File: config.mk
export PLATFORM = sky130hd
export DESIGN_NAME = mrp_queue
export DESIGN_NICKNAME = d
export VERILOG_FILES = /design/src/rtl/mrp_pkg.sv /design/src/rtl/mrp_queue.sv
export SDC_FILE = /design/constraint.sdc
export NUM_CORES = 1
export LEC_CHECK = 0
export ABC_AREA = 1
export BUFFER_PORTS_ARGS = -buffer_cell sky130_fd_sc_hd__buf_4
export CAP_MARGIN = 20
export CORE_MARGIN = 3
export CORE_UTILIZATION = 30
export DETAILED_ROUTE_END_ITERATION = 8
export SYNTH_ARGS = -nofsm -noshare
export SYNTH_HDL_FRONTEND = slang
export SYNTH_SLANG_ARGS = --single-unit
export TNS_END_PERCENT = 1
File: constraint.sdc
create_clock -name clock -period 4 [get_ports clock]
set_input_delay 0.4 -clock clock [delete_from_list [all_inputs] [get_ports clock]]
set_output_delay 0.4 -clock clock [all_outputs]
set_load 0.02 [all_outputs]
File: src/rtl/mrp_pkg.sv
`default_nettype none
// ----------------------------------------------------------------------------
// mrp_pkg
// Shared types and constants of the multigrid restriction/prolongation store.
// ----------------------------------------------------------------------------
package mrp_pkg;

   localparam int FUNC_W = 2;
   localparam int INDEX_W = 11;
   localparam int CMD_INDEX_W = INDEX_W - 1;
   localparam int FIELD_W = 32;
   localparam int EPOCH_W = 8;
   localparam int QUEUE_DEPTH = 2;

   localparam logic [FUNC_W-1:0] FUNC_CLEAR = 2'd0;
   localparam logic [FUNC_W-1:0] FUNC_ACCUM = 2'd1;
   localparam logic [FUNC_W-1:0] FUNC_READ  = 2'd2;

   localparam logic [EPOCH_W-1:0] EPOCH_FIRST = EPOCH_W'(1);
   localparam logic [EPOCH_W-1:0] EPOCH_LAST  = '1;
   localparam logic [EPOCH_W-1:0] EPOCH_STALE = '0;

   typedef enum logic [2:0] {
      KIND_CLEAR,
      KIND_ACCUM,
      KIND_READ,
      KIND_SKIP,
      KIND_NONE
   } kind_type;

   typedef struct packed {
      kind_type                kind;
      logic [CMD_INDEX_W-1:0]  index;
      logic signed [FIELD_W-1:0] fine_value;
   } cmd_type;

endpackage
`default_nettype wire

File: src/rtl/mrp_queue.sv
`default_nettype none
// ----------------------------------------------------------------------------
// mrp_queue
// Short first-in first-out queue of classified commands between front and back.
// ----------------------------------------------------------------------------
module mrp_queue (
   input  wire logic            clock,
   input  wire logic            reset,
   input  wire logic            push,
   input  wire mrp_pkg::cmd_type push_cmd,
   output logic                 full,
   input  wire logic            pop,
   output mrp_pkg::cmd_type     head_cmd,
   output logic                 empty
);

   localparam int AW = (mrp_pkg::QUEUE_DEPTH > 1) ? $clog2(mrp_pkg::QUEUE_DEPTH) : 1;
   localparam int CW = $clog2(mrp_pkg::QUEUE_DEPTH + 1);
   localparam logic [CW-1:0] FULL_COUNT = CW'(mrp_pkg::QUEUE_DEPTH);
   localparam logic [AW-1:0] LAST_PTR = AW'(mrp_pkg::QUEUE_DEPTH - 1);

   mrp_pkg::cmd_type entry_ff [mrp_pkg::QUEUE_DEPTH];
   logic [AW-1:0] wr_ptr_ff, wr_ptr_in;
   logic [AW-1:0] rd_ptr_ff, rd_ptr_in;
   logic [CW-1:0] count_ff, count_in;

   assign full = (count_ff == FULL_COUNT);
   assign empty = (count_ff == '0);
   assign head_cmd = entry_ff[rd_ptr_ff];

   always_comb begin
      wr_ptr_in = wr_ptr_ff;
      rd_ptr_in = rd_ptr_ff;
      count_in = count_ff;
      if (push) begin
         wr_ptr_in = (wr_ptr_ff == LAST_PTR) ? '0 : wr_ptr_ff + 1'b1;
      end
      if (pop) begin
         rd_ptr_in = (rd_ptr_ff == LAST_PTR) ? '0 : rd_ptr_ff + 1'b1;
      end
      if (push && !pop) begin
         count_in = count_ff + 1'b1;
      end else if (pop && !push) begin
         count_in = count_ff - 1'b1;
      end
   end

   always_ff @(posedge clock) begin
      if (reset) begin
         wr_ptr_ff <= '0;
         rd_ptr_ff <= '0;
         count_ff <= '0;
      end else begin
         wr_ptr_ff <= wr_ptr_in;
         rd_ptr_ff <= rd_ptr_in;
         count_ff <= count_in;
      end
   end

   always_ff @(posedge clock) begin
      if (push) begin
         entry_ff[wr_ptr_ff] <= push_cmd;
      end
   end

endmodule
`default_nettype wire

* After elaboration in Yosys (flattened, before gate mapping) *
Memories as Yosys holds them, arrays and structs flattened. A register that Yosys moved wholly into a read port is not among the register bits.
Cells that the tools add are included.

word-level totals
  register bits after elaboration = 4
  bits in latches = 0
  memory bits (writable) = 90
  bits in read-only memories = 0
  input port bits = 49
  output and inout port bits = 47
  logic and storage cells = 23
  memories = 1

cells by class
  add/sub/neg operators = 4
  multiply operators = 0
  div/mod/pow operators = 0
  $lt $le $gt $ge = 0
  equal/unequal tests = 1
  shifts and indexed selects = 0
  mux-type cells = 8
  bitwise logic cells = 0
  reduce and logical (&&, ||, !) cells = 6

memories
  name      depth  bits a word  rd ports  clocked after memory_dff  wr ports  line             RTL
  entry_ff  2      45           1         1                         1         mrp_queue.sv:22  mrp_pkg::cmd_type entry_ff [mrp_pkg::QUEUE_DEPTH];

operator list
  kind                                                                 number
  1-bit 2-to-1 mux                                                     6
  2-bit 2-to-1 mux                                                     2
  1-bit adder (second input constant)                                  2
  2-bit by 1-bit adder with 2-bit output (second input constant)       1
  2-bit == test (second input constant)                                1
  1-bit logical AND                                                    2
  1-bit logical NOT                                                    2
  2-bit logical NOT                                                    1
  2-bit nonzero test                                                   1
  2-bit by 1-bit subtractor with 2-bit output (second input constant)  1

* Depth between registers and ports, before layout *
  depth after elaboration = 4
  gate-level depth with buffers = 8
  mapped depth without buffers = 8

* Worst setup path before layout *
No wires, ideal clock.

  kind = input to register
  start = input port push
  end = memory entry_ff[0][0] (netlist bit) (enable)
  arrival = 2.331 ns
  path slack = 1.220 ns
  stages on the path = 2
  buffers on the path = 0
  cell sequence = inv_1 > nor2_1

between the ends
  longest elaborated chain between the ends = 2

RTL lines
  what                                    line             RTL
  start: declaration                      mrp_queue.sv:9   input wire logic push,
  1-bit 2-to-1 mux                        mrp_queue.sv:61  if (push) begin
  1-bit 2-to-1 mux (not written as such)  mrp_queue.sv:62  entry_ff[wr_ptr_ff] <= push_cmd;
  end: declaration                        mrp_queue.sv:22

No other way between the ends.

==> flow_metrics.env <==
export IMPL_status="completed"
export IMPL_ctsHoldBuffers=0
export IMPL_yosysTopAreaCellShare=0.735
export IMPL_postSynthCellCount=173
export IMPL_hold_slack_ns=0.244
export IMPL_relSlewSlack=0.321
export IMPL_gp_congestion=0.628
export IMPL_regArea_sq_um=2810
export IMPL_cts_htree_levels=3
export IMPL_rsz0062_at_grt="no"
export IMPL_path_max_fanout=45
export IMPL_cp_arrival_ns=1.85
export IMPL_routed_wl_um=6210
export IMPL_fin_crit_sh=0.562
export IMPL_crit_path_start_kind="flop"
export IMPL_die_area_sq_um=13600
export IMPL_netlist_area_sq_um=3680
export IMPL_worst_slew_pin_transition_ns=1.02
export IMPL_wl_met1_um=2460
export IMPL_vias=1803
export IMPL_synth_compound_area_share=0.00272
export IMPL_muxShareOfSynthArea=0.179
export IMPL_hold_viol=0
export IMPL_setup_viol=0
export IMPL_post_cts_buffers=0
export IMPL_grt_start_max_net_pins=47
export IMPL_gr_usage_all_layers=0.0971
export IMPL_synth_adder_area_share=0.00340
export IMPL_synthSimpleGateAreaFrac=0.0167
export IMPL_antenna_found_initial=0
export IMPL_crit_chain="mux2_2 > buf_4"
export IMPL_drtAntennaViolNets=0
export IMPL_clock_latency_ns=0.33
export IMPL_synth_area_leaders="edfxtp_1 (73%), mux2_4 (16%), dfxtp_1 (2.7%)"
export IMPL_p_per_area_nw_per_um2=472
export IMPL_overflow=0
export IMPL_cpMaxStageDelayCell="dfxtp_4"
export IMPL_final_min_clock_period_ns=2.25
export IMPL_cap_violations=0
export IMPL_wl_per_cell_um=14.7
export IMPL_hp_class="in2reg"
export IMPL_rows=39
export IMPL_avgSynthCellArea_sq_um=21.3
export IMPL_cts_resized=0
export IMPL_die_height_um=117
export IMPL_multiInputGateArea_sq_um=757
export IMPL_clk_pin_slew_ns=0.06
export IMPL_met3_wirelength_um=373
export IMPL_crit_type="reg2out"
export IMPL_synth_top_cell_by_area="edfxtp_1"
export IMPL_core_region_area_sq_um=11700
export IMPL_drive_gt1_frac=0.568
export IMPL_drt_vias_per_instance=4.26
export IMPL_peakVddDrop_mv=0.210
export IMPL_root_buffer="clkbuf_16"
export IMPL_cts_buffers=9
export IMPL_synthXorXnorAreaFrac=0.00238
export IMPL_synth_top_family_by_area="multiplexers"
export IMPL_drtIter0Drc=47
export IMPL_place_hpwl_um=4200
export IMPL_ys_ff_latch=95
export IMPL_fmax_mhz=445
export IMPL_fin_worst_skew_ns=0.00696
export IMPL_tns_ns=0
export IMPL_crit_required_ns=3.60
export IMPL_initial_core_util=0.314
export IMPL_ys_seq_area_frac=0.762
export IMPL_synth_cell_types=16
export IMPL_antenna_cells=0
export IMPL_nets=325
export IMPL_cts_sinks=95
export IMPL_dr_wl_met2_um=3240
export IMPL_crit_path_max_incr_delay_ns=0.86
export IMPL_ys_warn_count=0
export IMPL_crit_path_end_kind="primary output"
export IMPL_portBuffers=95
export IMPL_cts_tree="done"
export IMPL_firstDrtPassIters=3
export IMPL_leakagePower_nw=1.88
export IMPL_die_w_um=117
export IMPL_drc=0
export IMPL_grt_pass1_wl_um=9680
export IMPL_synth_nets=223
export IMPL_ios=96
export IMPL_area_delta_synth_final_pct=29.5
export IMPL_highest_layer="met4"
export IMPL_clockBufferDepth=2
export IMPL_grt_pass1_vias=1978
export IMPL_rrSetupSlack_ns=2.29
export IMPL_slew_viol_final=0
export IMPL_n_fill_cell=1077
-- per-layer routing --
metal	global-route usage	vias to the layer above
li1	-	861
met1	0.106	876
met2	0.165	56
met3	0.0295	10
met4	0.0596	0
met5	0	-
-- critical path, delay by kind of cell (launching register included) --
family   cells  cell delay [ns]
buf+inv      1             0.16
mux          1             0.43
flops        1             0.86
-- area by class of cell --
class / instances / share of cell area
Clock buffer: 10 / 0.0481
Clock inverter: 6 / 0.00788
Inverter: 9 / 0.00709
Multi-Input combinational cell: 64 / 0.159
Sequential cell: 95 / 0.589
Tap cell: 143 / 0.0376
Timing Repair Buffer: 96 / 0.151
-- synthesized netlist by cell type --
cell type,instances
mux2_4,40
a21oi_1,1
inv_1,9
o21ai_0,1
nand4_1,1
nand3_1,1
buf_6,1
nand2_1,5
edfxtp_1,90
nor2_1,7
nor3_1,1
mux2_2,5
buf_12,4
xnor2_1,1
ha_1,1
dfxtp_1,5
-- cell usage in the layout (no fill, tap or decap) --
cell / netlist / final
o21ai_0: 1 / 1
buf_4: 0 / 96
nor2_1: 7 / 6
clkinvlp_4: 0 / 3
mux2_4: 40 / 40
nand4_1: 1 / 1
a21oi_1: 1 / 1
xnor2_1: 1 / 1
clkinv_2: 0 / 3
mux2_2: 5 / 5
ha_1: 1 / 1
nor2_4: 0 / 1
inv_1: 9 / 8
nor3_1: 1 / 1
inv_2: 0 / 1
clkbuf_1: 0 / 1
dfxtp_1: 5 / 4
nand2_1: 5 / 5
dfxtp_4: 0 / 1
edfxtp_1: 90 / 90
nand3_1: 1 / 1
clkbuf_16: 0 / 9
-- worst paths after layout --
kind / startpoint / depth (start not counted) / to
max: flop / 2 / head_cmd[31]
min: reset / 2 / flop
max reg2reg: wr_ptr_ff / 2 / entry_ff[0][3]
min reg2reg: rd_ptr_ff / 2 / flop
-- registers in the layout, summed over array words and instances (netlist names), named ones only --
register / cells
entry_ff: 90
rd_ptr_ff: 1
wr_ptr_ff: 1
count_ff: 2
-- report_power, final --
group	switching (mW)	internal, mW	total [mW]
Clock	0.331	0.417	0.748
Sequential	0.0383	1.15	1.19
Combinational	0.142	0.170	0.313
-- stage by stage --
step | util | worst slack [ns] | power (mW) | area, sq um | cells
finish | 0.407 | 1.75 | 2.25 | 4760 | 423
global route | 0.407 | 1.66 | 2.35 | 4760 | 423
CTS | 0.407 | 1.69 | 2.29 | 4760 | 423
detailed placement | 0.384 | 2.04 | 1.53 | 4500 | 407
global placement | 0.384 | 2.05 | 1.52 | 4500 | 407
floorplan | - | 1.22 | 1.40 | 3680 | 173
-- cells by family (layout without fill, tap and decap cells) --
| kind of cell | count (synthesis) | in the layout |
|---|---|---|
| AND/OR/NAND/NOR | 15 | 15 |
| adder cells (fa/ha/maj) | 1 | 1 |
| buffers and inverters | 14 | 121 |
| AO/OA/AOI/OAI | 2 | 2 |
| XOR/XNOR | 1 | 1 |
| multiplexers | 45 | 45 |
| flip-flops | 95 | 95 |
No activity file was read; power rests on OpenSTA's default activity.
